[src/design/hpbm_pkg.sv]
// shared types and constants of the heater burst-fire power modulator
package hpbm_pkg;

    // action codes carried in tuser of the input channel
    typedef enum logic [2:0] {
        ACT_TICK  = 3'd0,
        ACT_SET   = 3'd1,
        ACT_SHIFT = 3'd2,
        ACT_PID   = 3'd3,
        ACT_START = 3'd4,
        ACT_STOP  = 3'd5
    } action_t;

    // configuration register indexes
    localparam logic [2:0] CFG_FULL_SCALE = 3'd0;
    localparam logic [2:0] CFG_RELAY      = 3'd1;
    localparam logic [2:0] CFG_GAIN_P     = 3'd2;
    localparam logic [2:0] CFG_GAIN_I     = 3'd3;
    localparam logic [2:0] CFG_GAIN_D     = 3'd4;

    // fixed point of the pid stage: products carry 12 fraction bits
    localparam int unsigned Q_FRAC  = 12;
    localparam int unsigned LEVEL_W = 7;
    localparam int unsigned INTEG_W = Q_FRAC + LEVEL_W;
    localparam logic [INTEG_W-1:0] INTEG_TOP = INTEG_W'(100 << Q_FRAC);

    localparam logic [7:0] FULL_SCALE_RESET = 8'd100;

    // one input item as held in the input register
    typedef struct packed {
        action_t            action;
        logic               relay_on;
        logic [7:0]         power_request;
        logic signed [7:0]  power_step;
        logic signed [15:0] measured_temp;
        logic signed [15:0] target_temp;
    } in_item_t;

    // pid stage results handed back to the control logic
    typedef struct packed {
        logic [INTEG_W-1:0] integ;
        logic signed [16:0] err;
        logic [LEVEL_W-1:0] level;
    } pid_result_t;

endpackage

[src/design/heater_pid_burst_power_modulator_top.sv]
// Heater burst-fire power modulator with PID control: top level.
// Each transfer on the input channel is one command (tick, set power, shift power,
// pid update, start, stop) and yields exactly one result transfer carrying the heater
// drive level, the power level and the run flag after that command. An item goes
// from an input register through combinational logic into the state and the result
// register, so the block takes one item per clock cycle unless the result channel
// stalls; the critical path is the pid stage with its three multipliers (16-bit
// gains by 17-bit and 18-bit errors) and the clamps behind them. Configuration writes
// take effect at once; the user must make them while no item is in flight, the block does not enforce it.
module heater_pid_burst_power_modulator_top (
    input  logic        aclk,
    input  logic        aresetn,
    // input channel
    input  logic        s_tvalid,
    output logic        s_tready,
    // relay_on[0], power_request[8:1], power_step[16:9], measured_temp[32:17],
    // target_temp[48:33], zero fill[55:49]
    input  logic [55:0] s_tdata,
    // action[2:0]
    input  logic [2:0]  s_tuser,
    // result channel
    output logic        m_tvalid,
    input  logic        m_tready,
    // heater_drive[0], power_level[8:1], running[9], zero fill[15:10]
    output logic [15:0] m_tdata,
    // configuration write port
    input  logic        cfg_wr_en,
    input  logic [2:0]  cfg_index,
    input  logic [15:0] cfg_wdata
);
    import hpbm_pkg::*;

    // configuration registers
    logic [7:0]  full_scale_reg;
    logic        relay_present_reg;
    logic [15:0] gain_p_reg;
    logic [15:0] gain_i_reg;
    logic [15:0] gain_d_reg;

    // input stage
    logic        in_valid_reg;
    in_item_t    in_item_reg;

    // modulator and pid state
    logic [9:0]          acc_reg, acc_next;
    logic                phase_reg, phase_next;
    logic [7:0]          power_reg, power_next;
    logic                drive_reg, drive_next;
    logic                run_reg, run_next;
    logic [INTEG_W-1:0]  integ_reg, integ_next;
    logic signed [16:0]  prev_err_reg, prev_err_next;

    // result stage
    logic        out_valid_reg;
    logic        out_drive_reg;
    logic [7:0]  out_power_reg;
    logic        out_run_reg;

    logic        advance;
    pid_result_t pid_res;
    logic signed [11:0] tick_diff;
    logic [11:0] tick_wrap;
    logic [9:0]  shift_sum;
    logic [7:0]  level_req;

    // handshake: the item moves on when the result register is free or drains
    assign advance  = in_valid_reg && (!out_valid_reg || m_tready);
    assign s_tready = !in_valid_reg || advance;

    // configuration writes
    always_ff @(posedge aclk) begin
        if (!aresetn) begin
            full_scale_reg    <= FULL_SCALE_RESET;
            relay_present_reg <= 1'b0;
            gain_p_reg        <= '0;
            gain_i_reg        <= '0;
            gain_d_reg        <= '0;
        end else if (cfg_wr_en) begin
            unique case (cfg_index)
                CFG_FULL_SCALE: full_scale_reg    <= cfg_wdata[7:0];
                CFG_RELAY:      relay_present_reg <= cfg_wdata[0];
                CFG_GAIN_P:     gain_p_reg        <= cfg_wdata;
                CFG_GAIN_I:     gain_i_reg        <= cfg_wdata;
                CFG_GAIN_D:     gain_d_reg        <= cfg_wdata;
                default: ;
            endcase
        end
    end

    // input register
    always_ff @(posedge aclk) begin
        if (!aresetn) begin
            in_valid_reg <= 1'b0;
        end else if (s_tready) begin
            in_valid_reg <= s_tvalid;
        end
    end

    always_ff @(posedge aclk) begin
        if (s_tvalid && s_tready) begin
            in_item_reg.action        <= action_t'(s_tuser);
            in_item_reg.relay_on      <= s_tdata[0];
            in_item_reg.power_request <= s_tdata[8:1];
            in_item_reg.power_step    <= $signed(s_tdata[16:9]);
            in_item_reg.measured_temp <= $signed(s_tdata[32:17]);
            in_item_reg.target_temp   <= $signed(s_tdata[48:33]);
        end
    end

    hpbm_pid u_pid (
        .measured_temp (in_item_reg.measured_temp),
        .target_temp   (in_item_reg.target_temp),
        .integ_in      (integ_reg),
        .prev_err      (prev_err_reg),
        .gain_p        (gain_p_reg),
        .gain_i        (gain_i_reg),
        .gain_d        (gain_d_reg),
        .result        (pid_res)
    );

    // burst-fire accumulator step, wraps by full scale on underflow
    assign tick_diff = {{2{acc_reg[9]}}, acc_reg} - {4'b0, power_reg};
    assign tick_wrap = tick_diff + {4'b0, full_scale_reg};

    // shifted level, kept only if it stays in 0..full scale
    assign shift_sum = {2'b00, power_reg} + {{2{in_item_reg.power_step[7]}},
                                             in_item_reg.power_step};

    // requested level for set power, from the command or from the pid stage
    assign level_req = (in_item_reg.action == ACT_PID) ? {1'b0, pid_res.level}
                                                      : in_item_reg.power_request;

    // next state for the item in the input register
    always_comb begin
        acc_next      = acc_reg;
        phase_next    = phase_reg;
        power_next    = power_reg;
        drive_next    = drive_reg;
        run_next      = run_reg;
        integ_next    = integ_reg;
        prev_err_next = prev_err_reg;
        unique case (in_item_reg.action)
            ACT_TICK: begin
                if (!run_reg) begin
                    drive_next = 1'b0;
                end else if (!relay_present_reg || in_item_reg.relay_on) begin
                    phase_next = !phase_reg;
                    // fire decision on every second tick that passes the relay gate
                    if (!phase_reg) begin
                        if (tick_diff[11]) begin
                            acc_next   = tick_wrap[9:0];
                            drive_next = 1'b1;
                        end else begin
                            acc_next   = tick_diff[9:0];
                            drive_next = 1'b0;
                        end
                    end
                end
            end
            ACT_SET, ACT_PID: begin
                if (in_item_reg.action == ACT_PID) begin
                    integ_next    = pid_res.integ;
                    prev_err_next = pid_res.err;
                end
                // compared before clamping; any change recentres the accumulator
                if (level_req != power_reg) begin
                    power_next = (level_req > full_scale_reg) ? full_scale_reg : level_req;
                    acc_next   = {3'b000, full_scale_reg[7:1]};
                end
            end
            ACT_SHIFT: begin
                if (!shift_sum[9] && (shift_sum[8:0] <= {1'b0, full_scale_reg})) begin
                    power_next = shift_sum[7:0];
                end
            end
            ACT_START: run_next = 1'b1;
            ACT_STOP:  run_next = 1'b0;
            default: ;
        endcase
    end

    // state update
    always_ff @(posedge aclk) begin
        if (!aresetn) begin
            acc_reg      <= '0;
            phase_reg    <= 1'b0;
            power_reg    <= '0;
            drive_reg    <= 1'b0;
            run_reg      <= 1'b0;
            integ_reg    <= '0;
            prev_err_reg <= '0;
        end else if (advance) begin
            acc_reg      <= acc_next;
            phase_reg    <= phase_next;
            power_reg    <= power_next;
            drive_reg    <= drive_next;
            run_reg      <= run_next;
            integ_reg    <= integ_next;
            prev_err_reg <= prev_err_next;
        end
    end

    // result register
    always_ff @(posedge aclk) begin
        if (!aresetn) begin
            out_valid_reg <= 1'b0;
        end else if (advance) begin
            out_valid_reg <= 1'b1;
        end else if (m_tready) begin
            out_valid_reg <= 1'b0;
        end
    end

    always_ff @(posedge aclk) begin
        if (advance) begin
            out_drive_reg <= drive_next;
            out_power_reg <= power_next;
            out_run_reg   <= run_next;
        end
    end

    assign m_tvalid = out_valid_reg;
    assign m_tdata  = {6'b0, out_run_reg, out_power_reg, out_drive_reg};

endmodule

[src/design/hpbm_pid.sv]
// fixed-point pid step: error, clamped integral and clamped output level
module hpbm_pid (
    input  logic signed [15:0]              measured_temp,
    input  logic signed [15:0]              target_temp,
    input  logic [hpbm_pkg::INTEG_W-1:0]    integ_in,
    input  logic signed [16:0]              prev_err,
    input  logic [15:0]                     gain_p,
    input  logic [15:0]                     gain_i,
    input  logic [15:0]                     gain_d,
    output hpbm_pkg::pid_result_t           result
);
    import hpbm_pkg::*;

    logic signed [16:0] err;
    logic signed [17:0] derr;
    logic signed [33:0] p_prod;
    logic signed [33:0] i_prod;
    logic signed [34:0] d_prod;
    logic signed [35:0] integ_sum;
    logic [INTEG_W-1:0] integ_clamped;
    logic signed [36:0] out_sum;
    logic [INTEG_W-1:0] out_clamped;

    // error and its change since the last update
    assign err  = 17'(target_temp) - 17'(measured_temp);
    assign derr = 18'(err) - 18'(prev_err);

    // gain products, Q8.8 times the Q13.4 error (Q14.4 for its change)
    assign p_prod = $signed({1'b0, gain_p}) * err;
    assign i_prod = $signed({1'b0, gain_i}) * err;
    assign d_prod = $signed({1'b0, gain_d}) * derr;

    // integral accumulate and clamp to 0..100
    assign integ_sum = 36'(i_prod) + 36'($signed({1'b0, integ_in}));

    always_comb begin
        if (integ_sum[35]) begin
            integ_clamped = '0;
        end else if (integ_sum[34:0] > 35'(INTEG_TOP)) begin
            integ_clamped = INTEG_TOP;
        end else begin
            integ_clamped = integ_sum[INTEG_W-1:0];
        end
    end

    // output sum and clamp to 0..100
    assign out_sum = 37'(p_prod) + 37'(d_prod) + 37'($signed({1'b0, integ_clamped}));

    always_comb begin
        if (out_sum[36]) begin
            out_clamped = '0;
        end else if (out_sum[35:0] > 36'(INTEG_TOP)) begin
            out_clamped = INTEG_TOP;
        end else begin
            out_clamped = out_sum[INTEG_W-1:0];
        end
    end

    // truncate the fraction for the new level
    assign result.integ = integ_clamped;
    assign result.err   = err;
    assign result.level = out_clamped[INTEG_W-1:Q_FRAC];

endmodule

[config.mk]
export PLATFORM = sky130hd
export DESIGN_NAME = heater_pid_burst_power_modulator_top
export DESIGN_NICKNAME = d
export VERILOG_FILES = /design/src/design/hpbm_pkg.sv /design/src/design/heater_pid_burst_power_modulator_top.sv /design/src/design/hpbm_pid.sv
export SDC_FILE = /design/constraint.sdc
export NUM_CORES = 2
export LEC_CHECK = 0
export BUFFER_PORTS_ARGS = -buffer_cell sky130_fd_sc_hd__buf_2
export CORE_MARGIN = 5
export CORE_UTILIZATION = 35
export DETAILED_ROUTE_END_ITERATION = 12
export REMOVE_ABC_BUFFERS = 1
export SYNTH_ARGS = -nofsm -noshare
export SYNTH_HDL_FRONTEND = slang
export SYNTH_SLANG_ARGS = --single-unit
[constraint.sdc]
create_clock -name aclk -period 15.3 [get_ports aclk]
set_input_delay 3.06 -clock aclk [delete_from_list [all_inputs] [get_ports aclk]]
set_output_delay 3.06 -clock aclk [all_outputs]
set_load 0.02 [all_outputs]
Word-level counts from Yosys, hierarchy flattened --
Index checks and enable logic that the tools add are counted.
Word-level totals: register bits 178, output and inout bits 18, word-level logic and storage cells 99
Cells by class: add/sub/neg operators 8, $mul 3, magnitude comparators 4, equality and inequality tests 14, multiplexer cells 23, reduce and logical (&&, ||, !) cells 24
Operators by type and width (count):
- two-way mux 19 bit | 4
- multiplier 17 x 17 -> 34 bit | 2
- two-way mux 10 bit | 5
- adder 37 x 20 -> 37 bit | 1
- adder 34 x 35 -> 36 bit | 1
- greater-than comparator 36 x 19 -> 1 bit, second input constant | 1
- adder 34 x 20 -> 35 bit | 1
- greater-than comparator 35 x 19 -> 1 bit, second input constant | 1
- multiplier 17 x 18 -> 35 bit | 1
- two-way mux 8 bit | 4
- case mux 10 bit (2 select lines) | 1
- subtractor 17 x 17 -> 18 bit | 1
- subtractor 16 x 16 -> 17 bit | 1
- case mux 8 bit (2 select lines) | 1
- equality test 3 x 2 -> 1 bit, second input constant | 4
- subtractor 10 x 9 -> 11 bit | 1
- adder 10 x 9 -> 10 bit | 1
- adder 9 x 8 -> 10 bit | 1
- AND reduction 2 bit | 5
- equality test 3 bit, second input constant | 3
- less-or-equal comparator 9 x 8 -> 1 bit | 1
- greater-than comparator 8 bit | 1
- inequality test 2 bit, second input constant | 4
- inequality test 8 bit | 1
- 12 further kinds | 29

Depth between registers and ports, before layout --
depth after elaboration 15, depth in mapped cells 72, gate-level depth less buffers 70

Modules after synthesis --
Synthesis repeated with hierarchy kept, for this count alone.
Second synthesis, totals: cell total of the unflattened synthesis 4775, area total of the unflattened synthesis 42627.1 µm²
By module, submodules not included:
- hpbm_pid | instances 1, cells an instance 3889, area an instance 34296.6 µm², seq. area each 0.0 µm²
- heater_pid_burst_power_modulator_top | instances 1, cells an instance 886, area an instance 8330.5 µm², seq. area each 4184.0 µm²

Least setup slack after synthesis --
Ideal clock, no wire load.
path type register -> register, start register, netlist name in_item_reg[0], end register out_power_reg[3] (data pin), setup time 0.262 ns, arrival time 15.433 ns, required time 15.038 ns, setup slack -0.395 ns, cell stages (with the launch flop) 64, path through edfxtp_1 > inv_1 > ha_1 > fa_1 > nor2b_1 > o21ai_0 > a21boi_0 > o21ai_0 > a21boi_0 > o21ai_0 > a21boi_0 > o21ai_0 > a21boi_0 > o21a_1 > or2_2 > a2111oi_0 > nor3_1 > clkbuf_1 > [28 not listed] > nor2_1 > nand4_1 > xnor2_1 > o211ai_2 > or3_4 > o21ai_0 > ha_1 > nor2b_1 > o21a_1 > o21ai_0 > nand2b_1 > a21oi_1 > o21ai_0 > o21ai_0 > clkbuf_1 > mux2_2 > a32oi_1 > nand2_1
RTL lines:
- end signal: assignment | RTL line heater_pid_burst_power_modulator_top.sv:217 | out_power_reg <= power_next;
- end: declaration | RTL line heater_pid_burst_power_modulator_top.sv:56 | logic [7:0] out_power_reg;

Worst setup path in the final report --
start register, netlist name in_item_reg[1], end register out_power_reg[2] (data pin)
Between the ends: word-level cells in the longest chain between the ends 15, elaborated cells on any way between the ends 20, classes of those cells 5 x add/sub; 3 x mul; 3 x order compare; 1 x eq/ne; 8 x mux
RTL lines:
- subtractor 16 x 16 -> 17 bit * | RTL line hpbm_pid.sv:25 | assign err = 17'(target_temp) - 17'(measured_temp);
- multiplier 17 x 17 -> 34 bit | RTL line hpbm_pid.sv:30 | assign i_prod = $signed({1'b0, gain_i}) * err;
- adder 34 x 20 -> 35 bit | RTL line hpbm_pid.sv:34 | assign integ_sum = 36'(i_prod) + 36'($signed({1'b0, integ_in}));
- greater-than comparator 35 x 19 -> 1 bit | RTL line hpbm_pid.sv:39 | end else if (integ_sum[34:0] > 35'(INTEG_TOP)) begin
- two-way mux 19 bit | RTL line hpbm_pid.sv:39
- two-way mux 19 bit | RTL line hpbm_pid.sv:37 | if (integ_sum[35]) begin
- adder 37 x 20 -> 37 bit * | RTL line hpbm_pid.sv:47 | assign out_sum = 37'(p_prod) + 37'(d_prod) + 37'($signed({1'b0, integ_clamped}));
- greater-than comparator 36 x 19 -> 1 bit | RTL line hpbm_pid.sv:52 | end else if (out_sum[35:0] > 36'(INTEG_TOP)) begin
- two-way mux 19 bit | RTL line hpbm_pid.sv:52
- two-way mux 19 bit * | RTL line hpbm_pid.sv:50 | if (out_sum[36]) begin
- two-way mux 8 bit * | RTL line heater_pid_burst_power_modulator_top.sv:130 | assign level_req = (in_item_reg.action == ACT_PID) ? {1'b0, pid_res.level}
- greater-than comparator 8 bit | RTL line heater_pid_burst_power_modulator_top.sv:167 | power_next = (level_req > full_scale_reg) ? full_scale_reg : level_req;
- two-way mux 8 bit | RTL line heater_pid_burst_power_modulator_top.sv:167
- two-way mux 8 bit * | RTL line heater_pid_burst_power_modulator_top.sv:166 | if (level_req != power_reg) begin
- case mux 8 bit (2 select lines) * | RTL line heater_pid_burst_power_modulator_top.sv:142 | unique case (in_item_reg.action)
- via power_next[2] | RTL line heater_pid_burst_power_modulator_top.sv:47 | logic [7:0] power_reg, power_next;
Mark *: on every way through the listed nets, which the timed path passes. The rest lies on a longest branch. A chain may end at the register's enable or synchronous reset.

==> results.txt <==
Detailed routing inserted a total of 35000 vias. The upper clock frequency limit is 0.0681 GHz. The clock sink total is 178. The number of antenna violations at the first check in global routing is 16. The cell at the root of the clock tree is sky130_fd_sc_hd__clkbuf_16. The clock input transition at the sequential cells of the worst setup and hold paths came out at 0.08 ns.

The final wirelength is 127 mm. The power density normalized to cell area is 76.4 nW/um^2. In this run, CTS created clock tree buffers numbering 17. The final count of pins violating max slew is 0.

The count of nets left with antenna violations after detail routing is 0. The sort of element at the end of the critical path is a flip-flop. The latest clock arrival within the worst-skew pair came out at 0.51 ns.

The async set or reset register ratio after synthesis came out at 0%. The setup slack of the worst register-to-register path came out at 0.62 ns. sky130_fd_sc_hd__fa_1 takes more of the synthesized area than any other cell.

The CTS tree is done. The congestion estimate from routability-driven global placement came to 0.915. The top cell type's share of synthesized area is 37.1%.

Among the stages of the critical path, the cell type that occurs most often is sky130_fd_sc_hd__fa_1. The worst hold path depth came out at 2. The flow ran to the end, and the final reports show no timing, DRC or antenna violations. The share of layout cells above drive strength 1 came out at 11.8%.

The largest fanout on the critical path came out at 21. The placeable core region is 125000 um^2. The path with the worst hold slack has its endpoint at prev_err_reg[4]. The commonest cells after synthesis are sky130_fd_sc_hd__inv_1, sky130_fd_sc_hd__fa_1, sky130_fd_sc_hd__nand2_1. By area the synthesized netlist is led by sky130_fd_sc_hd__fa_1, sky130_fd_sc_hd__ha_1, sky130_fd_sc_hd__inv_1.

sky130_fd_sc_hd__inv_1 is the most common cell in the netlist. The count of boundary I/O pins is 101. For this design, the slowest cell found on the critical path is sky130_fd_sc_hd__fa_1. The maximum clock insertion buffer count is 2. The normalized max-slew margin came out at 18.5%. The number of rows in the core area came out at 130. The flip-flop count of the largest register, all copies and words added came out at 52. The number of hold-slack violations in the final timing report came out at 0. The worst setup path is launched from a flip-flop. The endpoint identified for the worst register-to-register timing path is out_power_reg[2]. The wire length of the first global-routing pass is 203 mm. The post-cts hold buffer count came out at 0.

The synthesis-to-finish area growth came out at 12.4%. STA puts the critical path data required time at 15.62 ns. The final-report setup violation count is 0. The share of synthesized area occupied by flip-flops and latches is 9.53%. By startpoint and endpoint, the worst setup path is classified as reg2reg. Counting every instance in the synthesized netlist gives 5066. The period utilization is 95.9%. Data arrives at the worst endpoint at 14.99 ns.

The total of flip-flops plus latches after synthesis came out at 178. The worst slack on hold paths is 0.456 ns. The post-route minimum period came out at 14.68 ns. The cell area after synthesis came out at 43900 um^2. The via count of the first global-routing pass came to 36100. The number of remaining DRC errors came out at 0. The number of cells traversed by the worst register-to-register path came out at 64. The floorplan step defined a die boundary enclosing 133000 um^2. The detailed router finished its first iteration with 2231 violations. The overall global routing resource usage came out at 19.6%. After synthesis, the mean cell area works out to 8.67 um^2. The startpoint identified for the worst hold timing path is prev_err_reg[4]. Entering global routing, the biggest net connects 47 pins. The initial utilization of the core area, before any placement, comes to 35.1%.

The critical register-to-register path startpoint is in_item_reg[1]. The analysis attributes to cell leakage a power of 23.7 nW. The wire-length estimate of the detail-placed layout is 105 mm. The count of unique library cells instantiated by Yosys came out at 95. The count of input and output buffers is 87.

Across the VDD grid, the largest voltage drop is 0.0960 mV. The vertical die dimension is 364 um. The number of detailed-route iterations in the first pass is 5. In this run the worst hold path is classified as reg2reg. The residual overflow from global routing came out at 0. The measured slew at the worst slew-check pin is 1.22 ns. The final layout contains 6628 nets. The wire length per cell came out at 18.2 um. The H-tree generated during clock tree synthesis spans 4 levels.

The power consumption came out at 0.00377 W. The final setup skew came out at 0.0156 ns. The largest single stage delay on the critical path is 0.62 ns.

The detail-routed via count per cell is 5.02. The max-cap violation count is 0. In this run, synthesis inferred 62 flip-flops with an integrated enable. The number of synthesis warnings came out at 0. For this run, the leading register cell type out of synthesis is sky130_fd_sc_hd__dfxtp_1. The overall die width is 364 um.
## critical path, delay by kind of cell (launching register included)
kind,cells,cell delay (ns)
DFF,1,0.39
xor gates and xnor gates,1,0.11
muxes,1,0.27
buffers and inverters,11,1.63
adders and majority gates,13,5.53
and+or+nand+nor,13,2.40
AOI/OAI and AO/OA,25,4.14
## layout make-up
cell class | instances | area [um^2]
multi-input cells | 3585 | 35300
flip-flops and latches | 178 | 4190
clock buffers | 20 | 478
well taps | 1650 | 2060
clock inverters | 12 | 130
inverters | 1068 | 4010
repair buffers | 447 | 3210
diodes | 7 | 17.5
fillers | 12500 | 75700
## worst max-delay path by stage
stage / from / slack (ns) / to
2_1_floorplan: in_item_reg[16] / -1.80 / out_power_reg[5]
3_5_place_dp: in_item_reg[0] / -0.72 / out_power_reg[2]
6_report: in_item_reg[1] / 0.62 / out_power_reg[2]
3_3_place_gp: in_item_reg[0] / -0.57 / out_power_reg[2]
4_1_cts: in_item_reg[0] / 0.004 / out_power_reg[6]
5_1_grt: in_item_reg[0] / -0.12 / out_power_reg[6]
## layer usage
metal | share of wire (%) | global-route usage [%]
met5 | 0.027 | 0
met3 | 5.2 | 2.51
met4 | 3.4 | 6.14
met2 | 48 | 32.9
met1 | 44 | 26.3
## power by group
| part | internal (W) | total, W | switching (W) |
|---|---|---|---|
| Combinational | 0.00113 | 0.00277 | 0.00164 |
| Clock | 0.000248 | 0.000477 | 0.000228 |
| Sequential | 0.000508 | 0.000527 | 0.0000187 |
| Total | 0.00189 | 0.00377 | 0.00188 |
## logic make-up (layout without fill, tap and decap cells)
family	count (synthesis)	in the layout	synth area share, %
flip-flops	178	178	9.53
adder cells (fa/ha/maj)	1248	1248	49.5
buffers and inverters	1308	1547	11.3
AO/OA/AOI/OAI	652	652	9.75
multiplexers	14	14	0.330
AND/OR/NAND/NOR	1570	1570	17.7
other	1	13	0.00854
XOR/XNOR	95	95	1.91
## stage by stage
stage	TNS, ns	instances	setup slack (ns)	utilization [%]	instance area (um^2)
5_1_grt	-0.848	6962	-0.123	39.5	49400
2_1_floorplan	-28.17	4831	-1.80	-	43000
6_report	0	6967	0.625	39.5	49400
3_3_place_gp	-6.52	6914	-0.570	38.5	48200
4_1_cts	0	6947	0.00442	39.1	48900
3_5_place_dp	-8.62	6914	-0.723	38.5	48200
## cell usage in the layout (no fill, tap or decap), types with 50 or more instances in the layout
cell	count
sky130_fd_sc_hd__nand2_1	684
sky130_fd_sc_hd__edfxtp_1	62
sky130_fd_sc_hd__inv_1	1065
sky130_fd_sc_hd__fa_1	810
sky130_fd_sc_hd__nor2b_1	97
sky130_fd_sc_hd__nand3_1	69
sky130_fd_sc_hd__buf_2	87
sky130_fd_sc_hd__dfxtp_1	115
sky130_fd_sc_hd__a21oi_1	180
sky130_fd_sc_hd__ha_1	428
sky130_fd_sc_hd__buf_4	347
sky130_fd_sc_hd__nor2_1	131
sky130_fd_sc_hd__and2_1	301
sky130_fd_sc_hd__o21ai_0	117
sky130_fd_sc_hd__nor3_1	50
sky130_fd_sc_hd__nand2b_1	51
sky130_fd_sc_hd__xnor2_1	58
## what timing repair did
item                                    in CTS  in global routing
endpoints found under the setup margin      16                 16
buffers inserted                             1                 13
pin swaps                                    6                 43
gates resized for setup                     29                107
No activity file was read; power rests on OpenSTA's default activity.
